File: src/hw/rtl/iiat_pkg.sv
`timescale 1ns / 1ps
package iiat_pkg;

    // image store geometry
    localparam int MAX_WIDTH   = 128;
    localparam int MAX_HEIGHT  = 128;
    localparam int STORE_DEPTH = MAX_WIDTH * MAX_HEIGHT;
    localparam int ADDR_W      = $clog2(STORE_DEPTH);

    // field and register widths
    localparam int CRD_W   = 7;
    localparam int PIX_W   = 8;
    localparam int CFG_W   = 8;
    localparam int IDX_W   = 2;
    localparam int PCT_W   = 7;
    localparam int RSUM_W  = 15;
    localparam int INTEG_W = 22;

    // datapath widths
    localparam int ACC_W   = INTEG_W + 3;
    localparam int SUM_W   = ACC_W - 1;
    localparam int CNT_W   = 2 * CRD_W;
    localparam int CUR_W   = 15;
    localparam int LHS_W   = CNT_W + CUR_W;
    localparam int RHS_W   = SUM_W + PCT_W;
    localparam int MUL_A_W = SUM_W;
    localparam int MUL_B_W = CUR_W;
    localparam int MUL_P_W = MUL_A_W + MUL_B_W;

    // register reset values and scale constants
    localparam logic [CFG_W-1:0] RST_IMAGE_WIDTH  = 8'd128;
    localparam logic [CFG_W-1:0] RST_IMAGE_HEIGHT = 8'd128;
    localparam logic [CFG_W-1:0] RST_WINDOW_SIZE  = 8'd16;
    localparam logic [PCT_W-1:0] RST_THRESHOLD    = 7'd15;
    localparam logic [PCT_W-1:0] PCT_FULL         = 7'd100;

    typedef logic [ADDR_W-1:0] t_addr;
    typedef logic [CRD_W-1:0]  t_crd;

    typedef enum logic [IDX_W-1:0] {
        CFG_IMAGE_WIDTH,
        CFG_IMAGE_HEIGHT,
        CFG_WINDOW_SIZE,
        CFG_THRESHOLD
    } t_cfg_reg;

    // microprogram steps
    typedef enum logic [3:0] {
        ST_IDLE,
        ST_SETUP,
        ST_LD_RD,
        ST_LD_WR,
        ST_Q0,
        ST_Q1,
        ST_Q2,
        ST_Q3,
        ST_Q4,
        ST_Q5,
        ST_Q6,
        ST_QZERO
    } t_step;

    // integral store address select
    typedef enum logic [2:0] {
        ASEL_CUR,
        ASEL_UP,
        ASEL_X2Y2,
        ASEL_X2Y1M,
        ASEL_X1MY2,
        ASEL_X1MY1M
    } t_asel;

    typedef enum logic [1:0] {
        ACC_HOLD,
        ACC_CLR,
        ACC_ADD,
        ACC_SUB
    } t_acc_op;

    typedef enum logic [2:0] {
        MUL_NONE,
        MUL_CNT,
        MUL_CUR,
        MUL_LHS,
        MUL_RHS
    } t_mul_op;

    typedef enum logic [1:0] {
        OUT_NONE,
        OUT_CMP,
        OUT_ZERO
    } t_out_op;

    typedef enum logic [2:0] {
        JMP_NEXT,
        JMP_GOTO,
        JMP_WAIT_IN,
        JMP_DISPATCH,
        JMP_WAIT_OUT
    } t_jump;

    // one control word
    typedef struct packed {
        logic    in_ready;
        logic    setup;
        logic    rsum_upd;
        logic    int_we;
        logic    pix_we;
        logic    cur_ld;
        t_asel   addr_sel;
        t_acc_op acc_op;
        t_mul_op mul_op;
        t_out_op out_op;
        t_jump   jump;
        t_step   target;
    } t_ctrl;

    // datapath status seen by the sequencer
    typedef struct packed {
        logic accept;
        logic is_load;
        logic in_image;
        logic out_free;
    } t_stat;

    function automatic t_addr addr_of(input t_crd x, input t_crd y);
        return ADDR_W'(y) * ADDR_W'(MAX_WIDTH) + ADDR_W'(x);
    endfunction

    // microprogram rom
    function automatic t_ctrl ucode(input t_step s);
        t_ctrl c;
        c = '0;
        c.target = ST_IDLE;
        unique case (s)
            ST_IDLE: begin
                c.in_ready = 1'b1;
                c.jump     = JMP_WAIT_IN;
            end
            ST_SETUP: begin
                c.setup = 1'b1;
                c.jump  = JMP_DISPATCH;
            end
            ST_LD_RD: begin
                c.addr_sel = ASEL_UP;
                c.rsum_upd = 1'b1;
                c.jump     = JMP_NEXT;
            end
            ST_LD_WR: begin
                c.addr_sel = ASEL_CUR;
                c.int_we   = 1'b1;
                c.pix_we   = 1'b1;
                c.jump     = JMP_GOTO;
                c.target   = ST_IDLE;
            end
            ST_Q0: begin
                c.addr_sel = ASEL_X2Y2;
                c.acc_op   = ACC_CLR;
                c.jump     = JMP_NEXT;
            end
            ST_Q1: begin
                c.addr_sel = ASEL_X2Y1M;
                c.acc_op   = ACC_ADD;
                c.cur_ld   = 1'b1;
                c.jump     = JMP_NEXT;
            end
            ST_Q2: begin
                c.addr_sel = ASEL_X1MY2;
                c.acc_op   = ACC_SUB;
                c.mul_op   = MUL_CNT;
                c.jump     = JMP_NEXT;
            end
            ST_Q3: begin
                c.addr_sel = ASEL_X1MY1M;
                c.acc_op   = ACC_SUB;
                c.mul_op   = MUL_CUR;
                c.jump     = JMP_NEXT;
            end
            ST_Q4: begin
                c.acc_op = ACC_ADD;
                c.mul_op = MUL_LHS;
                c.jump   = JMP_NEXT;
            end
            ST_Q5: begin
                c.mul_op = MUL_RHS;
                c.jump   = JMP_NEXT;
            end
            ST_Q6: begin
                c.out_op = OUT_CMP;
                c.jump   = JMP_WAIT_OUT;
                c.target = ST_IDLE;
            end
            ST_QZERO: begin
                c.out_op = OUT_ZERO;
                c.jump   = JMP_WAIT_OUT;
                c.target = ST_IDLE;
            end
            default: begin
                c.jump   = JMP_GOTO;
                c.target = ST_IDLE;
            end
        endcase
        return c;
    endfunction

endpackage

File: src/hw/rtl/iiat_sequencer.sv
`timescale 1ns / 1ps
module iiat_sequencer (
    input  logic           i_clk,
    input  logic           i_rst_n,
    input  iiat_pkg::t_stat i_stat,
    output iiat_pkg::t_ctrl o_ctrl
);
    import iiat_pkg::*;

    t_step r_step;
    t_step n_step;

    // step counter
    always_ff @(posedge i_clk) begin
        if (!i_rst_n) begin
            r_step <= ST_IDLE;
        end else begin
            r_step <= n_step;
        end
    end

    // next step from the jump field
    always_comb begin
        n_step = r_step;
        unique case (o_ctrl.jump)
            JMP_NEXT: begin
                n_step = t_step'(r_step + 4'd1);
            end
            JMP_GOTO: begin
                n_step = o_ctrl.target;
            end
            JMP_WAIT_IN: begin
                if (i_stat.accept) begin
                    n_step = t_step'(r_step + 4'd1);
                end
            end
            JMP_DISPATCH: begin
                if (!i_stat.in_image) begin
                    n_step = i_stat.is_load ? ST_IDLE : ST_QZERO;
                end else begin
                    n_step = i_stat.is_load ? ST_LD_RD : ST_Q0;
                end
            end
            JMP_WAIT_OUT: begin
                if (i_stat.out_free) begin
                    n_step = o_ctrl.target;
                end
            end
            default: begin
                n_step = ST_IDLE;
            end
        endcase
    end

    // control word lookup
    always_comb begin
        o_ctrl = ucode(r_step);
    end

endmodule

File: config.mk
export PLATFORM = sky130hd
export DESIGN_NAME = iiat_sequencer
export DESIGN_NICKNAME = d
export VERILOG_FILES = /design/src/hw/rtl/iiat_pkg.sv /design/src/hw/rtl/iiat_sequencer.sv
export SDC_FILE = /design/constraint.sdc
export NUM_CORES = 1
export LEC_CHECK = 0
export BUFFER_PORTS_ARGS = -buffer_cell sky130_fd_sc_hd__buf_4
export CORE_UTILIZATION = 43
export DETAILED_ROUTE_END_ITERATION = 10
export PLACE_DENSITY_LB_ADDON = 0.12
export SETUP_SLACK_MARGIN = 0.05
export SYNTH_ARGS = -nofsm -noshare
export SYNTH_HDL_FRONTEND = slang
export SYNTH_SLANG_ARGS = --single-unit
export TNS_END_PERCENT = 100
File: constraint.sdc
create_clock -name i_clk -period 1.8 [get_ports i_clk]
set_input_delay 0.36 -clock i_clk [delete_from_list [all_inputs] [get_ports i_clk]]
set_output_delay 0.36 -clock i_clk [all_outputs]
set_load 0.01 [all_outputs]
Word level (Yosys, flattened, before mapping)
Cells that the tools add are included.
{"block": "totals", "reg_bits": 4, "in_bits": 6, "out_inout_bits": 23}
{"block": "classes", "add_sub_neg": 1, "eq_ne": 16, "mux": 16, "n_reduce_logical": 7}
{"op": "one-hot mux 3 bit (4 select lines)", "n": 2}
{"op": "equality test 4 x 3 -> 1 bit (second input constant)", "n": 4}
{"op": "equality test 4 bit (second input constant)", "n": 4}
{"op": "two-way mux 4 bit", "n": 4}
{"op": "one-hot mux 4 bit (4 select lines)", "n": 1}
{"op": "one-hot mux 3 bit (5 select lines)", "n": 1}
{"op": "equality test 4 x 2 -> 1 bit (second input constant)", "n": 2}
{"op": "OR reduction 7 bit", "n": 1}
{"op": "equality test 3 x 2 -> 1 bit (second input constant)", "n": 2}
{"op": "one-hot mux 2 bit (3 select lines)", "n": 1}
{"op": "OR reduction 2 bit", "n": 3}
{"op": "adder 4 x 1 -> 4 bit (second input constant)", "n": 1}
{"op": "equality test 4 x 1 -> 1 bit (second input constant)", "n": 1}
{"op": "zero test 4 bit", "n": 1}
{"op": "two-way mux 1 bit", "n": 4}
{"op": "inequality test 2 bit (second input constant)", "n": 2}
{"op": "one-hot mux 2 bit (2 select lines)", "n": 1}
{"op": "equality test 3 bit (second input constant)", "n": 1}
{"op": "zero test 3 bit", "n": 1}
{"op": "two-way mux 3 bit", "n": 1}
{"op": "two-way mux 2 bit", "n": 1}
{"op": "AND reduction 2 bit", "n": 1}

Depth between registers and ports, before layout
Gate-level depths: netlist of run 1.
{"block": "logic_depth", "ltp_word": 6, "mapped_depth": 7, "depth_no_buf": 6}

Worst setup path after synthesis of run 1
Ideal clock, no wire load.
{"block": "synth_path", "path_kind": "register to output", "start": "register r_step[0]", "end": "output o_ctrl[4] (netlist bit)", "arrival_time_ns": 1.303, "required_ns": 1.440, "setup_slack_ns": 0.137, "path_stages_with_launch": 6, "path_buffers": 0, "path_cell_list": "dfxtp_1 > inv_1 > ha_1 > nor4_1 > a21oi_1 > nand2_1"}
{"element": "start, declared", "line": "iiat_sequencer.sv:10", "rtl": "t_step r_step;"}
{"element": "start signal, assigned", "line": "iiat_sequencer.sv:18", "rtl": "r_step <= n_step;"}
{"element": "end, declared", "line": "iiat_sequencer.sv:6", "rtl": "output iiat_pkg::t_ctrl o_ctrl"}

==> results of run 1 <==
[through the flow]
step	total power, W	TNS (ns)	cells	setup WS [ns]
finish	0.00168	-0.0570	128	-0.0365
global route	0.00181	-0.208	128	-0.0755
CTS	0.00148	0	127	0.00763
detailed placement	0.00107	0	119	0.0310
global placement	0.00107	0	119	0.0670
floorplan	0.000701	0	83	0.137
[placed cells by master, fill, tap and decap left out, drive strengths merged, types with 2 or more instances in the layout]
cell,netlist,layout
and2,6,6
o21ai,9,9
ha,6,6
dfxtp,4,4
conb,1,4
a32oi,2,2
clkbuf,0,4
nand3,2,2
a21oi,3,3
nor2,9,9
and3,2,2
nand2,3,3
buf,8,35
nand2b,2,2
inv,7,7
nor3,3,3
a31oi,2,2
[synthesized netlist by cell type]
library cell,count
ha_1,6
o311ai_0,1
or2_1,1
nand2b_1,2
a32oi_1,1
inv_2,1
buf_4,6
inv_1,6
and2b_2,1
o21ai_0,9
nor2b_1,1
o21a_1,1
and2_2,1
nor3b_1,1
a211oi_1,1
nand3_1,2
nor2_1,9
a32oi_2,1
nand2_1,3
a31oi_1,2
o211a_1,1
nor3_1,3
nor4_1,1
and3_1,2
or4_1,1
conb_1,1
a21oi_1,3
buf_6,2
dfxtp_1,4
and2_1,5
nand4b_1,1
[metal layers]
| layer | up-vias | wire [µm] | GRT usage |
|---|---|---|---|
| met5 | - | 0 | 0 |
| met4 | 0 | 25 | 0.0690 |
| met3 | 4 | 85 | 0.0523 |
| met2 | 27 | 882 | 0.458 |
| met1 | 334 | 791 | 0.317 |
| li1 | 341 | - | - |
[worst max-delay path by stage]
stage	start	end	slack (ns)	depth (start not counted)
finish	r_step[0]	o_ctrl[4]	-0.04	6
CTS	r_step[1]	o_ctrl[4]	0.008	7
global route	r_step[0]	o_ctrl[4]	-0.08	6
global placement	r_step[0]	o_ctrl[4]	0.07	7
detailed placement	r_step[0]	o_ctrl[4]	0.03	7
floorplan	r_step[0]	o_ctrl[4]	0.14	5
[worst register-to-register path, delay by kind of cell, from the launching register on]
family                     cells  cell delay, ns
AOI/OAI and AO/OA              2            0.36
adders and majority gates      1            0.18
buffers and inverters          2            0.30
DFF                            1            0.37
and+or+nand+nor                1            0.48
[layout make-up]
type                            instances  area, µm²
Multi-Input combinational cell         64        514
Sequential cell                         4       92.6
Timing Repair Buffer                   36        283
Tap cell                               14       17.5
Fill cell                              75        210
Clock buffer                            3       22.5
Inverter                                7       31.3
[report_power, final]
part / switching, W / internal, W
logic: 0.000641 / 0.000716
registers: 0.0000737 / 0.000133
clock network: 0.0000435 / 0.0000750
total: 0.000759 / 0.000924
[repair_timing]
item / 4_1_cts / 5_1_grt
gates resized for setup: 23 / 14
pin swaps: 3 / 4
buffers inserted: 5 / 1
endpoints found under the setup margin: 14 / 13
[cells by family (layout without fill, tap and decap cells)]
group                      after synthesis  count (layout)
AOI/OAI and AO/OA                       20              20
and+or+nand+nor                         34              34
adders and majority gates                6               6
buffers and inverters                   15              46
other                                    1               4
DFF                                      4               4
==> metrics.csv, run 1 <==
metric,value,unit
status,finished with violations,
violations,setup timing,
rrSetupSlack,0.04,ns
path_class,flip-flop to output pin,
diodes,0,
hpwl,1050,µm
antenna_found_initial,0,
clock-root-buffer,clkbuf_4,
r2r_cells,6,
routed_wl,1780,µm
slowest_delay,0.37,ns
largest_reg_flops,4,
grt_pass1_vias,607,
drv_cap,0,
cts_hold_buf,0,
pin_count,29,
start_util,0.486,
gp_congestion,0.853,
clk_latency,0.24,ns
cp-start-kind,flip-flop,
cp_top_family,buffers and inverters,
cellPowerDensity,1750,nW/µm²
post-route-period-util,1.02,
setup_viol_count_final,2,
drc,0,
cp_num_buf_inv,3,
cts_sinks,4,
hold_viol,0,
fp-row-count,12,
wire_per_inst,13.9,µm
cts_buffer_depth,2,
timing.hold.ws,0.375,ns
hp-class,input pin to flip-flop,
setup_ws,-0.0365,ns
crit_arrival,1.48,ns
yosysSeqAreaShare,0.141,
synthCells,80,
core,1170,µm²
hold-path-endpoint,r_step[3],
num_vias,706,
die_w,38.4,µm
cts_max_level,1,
dr.first_iter.drc_count,15,
grt_pass1_wl,2730,µm
drive_above_1_share,0.544,
synth_area_leaders,"dfxtp_1, ha_1, o21ai_0",
r2r-start,r_step[0],
crit_fanout,6,
leakagePower,0.456,nW
syn_area_per_cell,7.12,µm²
io_buffers,24,
whs_path_depth,2,
synthMuxAreaShare,0,
vdd_ir_drop_max,1.21,mV
cts_tree,built,
top_regs,r_step: 4 flops,
worst_setup_path_end_kind,output pin,
worstReg2RegEnd,r_step[2],
ys_ff_latch,4,
crit_slowest_cell,dfxtp_4,
post_synth_num_cell_types,31,
final_nets,128,
clk_pin_slew_worst_paths,0.04,ns
fin_crit,1.84,ns
yosys.area_share.simple,0.325,
synth_area,569,µm²
die_area,1470,µm²
die_y,38.4,µm
dr.pass1.iters,4,
synth_top_family_by_area,simple AND/OR/NAND/NOR gates,
regMostFlops,r_step,
final_area,961,µm²
drtAntennaViolNets,0,
routed_via_density,5.52,
required,1.44,ns
synthXorXnorAreaFrac,0,
areaGrowthSynthToFinish,68.8,%
overflow,0,
cp_cell_sequence,"buf_4, ha_4, clkbuf_2, o21ai_2, nand2_1, buf_6",
worstHoldStart,i_rst_n,
synthAdderAreaFrac,0.132,
grt_util_all_layers,0.260,
synth_top_cell_area_share,0.141,
grt_max_degree,13,
fmax,545,MHz
placed_area,756,µm²
yosysWarnings,0,
cts_made_buffers,3,
final_util,0.821,
slew_viol_final,0,
synth-compound-area-share,0.231,
rsz0062_at_grt,true,
synth_top_cell_by_area,dfxtp_1,
skew,0.00263,ns
No activity file was read; power rests on OpenSTA's default activity.
==> run 2: changes to the inputs <==
--- a/config.mk
+++ b/config.mk
@@ -6,8 +6,10 @@
 export NUM_CORES = 1
 export LEC_CHECK = 0
 export BUFFER_PORTS_ARGS = -buffer_cell sky130_fd_sc_hd__buf_4
-export CORE_UTILIZATION = 43
+export CORE_AREA = 2 2 39 41
+export CTS_BUF_LIST = sky130_fd_sc_hd__clkbuf_8
 export DETAILED_ROUTE_END_ITERATION = 10
+export DIE_AREA = 0 0 41 43
 export PLACE_DENSITY_LB_ADDON = 0.12
 export SETUP_SLACK_MARGIN = 0.05
 export SYNTH_ARGS = -nofsm -noshare
==> run 2 against run 1 <==
Sequential share of layout area decreased by 0.26 points; core utilization decreased by 14 points; via count decreased by 4.7%; largest cell class unchanged; total power decreased by 1.1%; final cell count increased by 0.78%; the run now ends clean; combinational power decreased by 7%.
==> metrics.csv, run 2 (synthesis results as in run 1) <==
metric,value,unit,change
die_w,41,µm,was 38.4 µm
routed_via_density,5.22,,was 5.52
mostFrequentLayoutCell,buf_4,,unchanged
antenna_found_initial,0,,unchanged
clock-root-buffer,clkbuf_8,,was clkbuf_4
hold_viol,0,,unchanged
tns,0,ns,was -0.0570 ns
final_cells,129,,was 128
cp-start-kind,flip-flop,,unchanged
crit_fanout,6,,unchanged
cts_hold_buf,0,,unchanged
largest_reg_flops,4,,unchanged
cts_buffer_depth,2,,unchanged
leakagePower,0.450,nW,was 0.456 nW
areaGrowthSynthToFinish,66.4,%,was 68.8%
fmax,566,MHz,was 545 MHz
top_regs,r_step: 4 flops,,unchanged
final_cell_mix,"buf_4, nor2_1, o21ai_0",,"was buf_4, o21ai_0, nor2_1"
cts_sinks,4,,unchanged
placed_area,773,µm²,was 756 µm²
post-route-period-util,0.982,,was 1.02
dr.pass1.iters,4,,unchanged
routed_wl,1670,µm,was 1780 µm
final_nets,127,,was 128
drc,0,,unchanged
drv_cap,0,,unchanged
vdd_ir_drop_max,1.55,mV,was 1.21 mV
cts_made_buffers,3,,unchanged
cts_tree,built,,unchanged
grt_util_all_layers,0.209,,was 0.260
setup_viol_count_final,0,,was 2
crit_arrival,1.41,ns,was 1.48 ns
die_area,1760,µm²,was 1470 µm²
die_y,43,µm,was 38.4 µm
io_buffers,24,,unchanged
gp_congestion,0.839,,was 0.853
drtAntennaViolNets,0,,unchanged
required,1.44,ns,about the same
clk_pin_slew_worst_paths,0.03,ns,was 0.04 ns
fin_crit,1.77,ns,was 1.84 ns
overflow,0,,unchanged
status,"complete, no violations",,was finished with violations
drive_above_1_share,0.496,,was 0.544
diodes,0,,unchanged
worst_setup_path_end_kind,output pin,,unchanged
dr.first_iter.drc_count,8,,was 15
grt_max_degree,13,,unchanged
wire_per_inst,12.9,µm,was 13.9 µm
final_util,0.684,,was 0.821
start_util,0.411,,was 0.486
cellPowerDensity,1760,nW/µm²,was 1750 nW/µm²
pin_count,29,,unchanged
path_class,flip-flop to output pin,,unchanged
slew_viol_final,0,,unchanged
fp-row-count,14,,was 12
core,1380,µm²,was 1170 µm²
grt_pass1_vias,594,,was 607
final_area,947,µm²,was 961 µm²
num_vias,673,,was 706
hp-class,input pin to flip-flop,,unchanged
rsz0062_at_grt,true,,unchanged
hpwl,1170,µm,was 1050 µm
cts_max_level,1,,unchanged
post-place-cells,123,,was 119
regMostFlops,r_step,,unchanged
clk_latency,0.22,ns,was 0.24 ns
grt_pass1_wl,2460,µm,was 2730 µm
skew,0.000768,ns,was 0.00263 ns
## run 2: per-stage QoR
step	power (W)	worst slack, ns	hold slack (ns)
after floorplan	0.000701	0.137	0.493
after global placement	0.00112	0.0852	0.596
after detailed placement	0.00113	0.0408	0.610
after CTS	0.00143	0.0317	0.390
after global routing	0.00177	-0.00932	0.395
final	0.00166	0.0332	0.388
## run 2: final cells by class
cell class              instances  area, µm²
multi-input cells              64        494
clock buffers                   3       41.3
fillers                       124        437
repair buffers                 35        274
flip-flops and latches          4       88.8
well taps                      16       20.0
inverters                       7       28.8
## run 2: final timing paths
kind              cells after the start    endpoint      start  slack, ns
hold reg to reg                       2   r_step[1]  r_step[1]       0.61
setup reg to reg                      5   r_step[2]  r_step[0]       0.17
setup / recovery                      5  o_ctrl[12]  r_step[0]       0.03
hold / removal                        2   r_step[2]    i_rst_n       0.39
## run 2: where the power goes
group	switching, W	internal [W]	leakage (nW)
logic	0.000596	0.000668	0.394
clock network	0.0000489	0.000143	0.0216
registers	0.0000759	0.000133	0.0345
total	0.000721	0.000944	0.450
## run 2: critical path: stages, from the launching register on
cell and delay [ns]:
dfxtp_4 0.39, inv_4 0.06, ha_4 0.17, or2_4 0.26
o21a_1 0.18, buf_6 0.12
## run 2: routing by layer
metal / track usage / share of wire / vias up
li1: - / - / 334
met1: 0.228 / 0.41 / 307
met2: 0.344 / 0.51 / 27
met3: 0.0157 / 0.043 / 5
met4: 0.160 / 0.031 / 0
met5: 0 / 0 / -
## run 2: timing repair
item / CTS / global route
resized for setup: 13 / 15
setup endpoints to repair: 17 / 15
buffers inserted: 2 / 1
pin swaps: 1 / 3
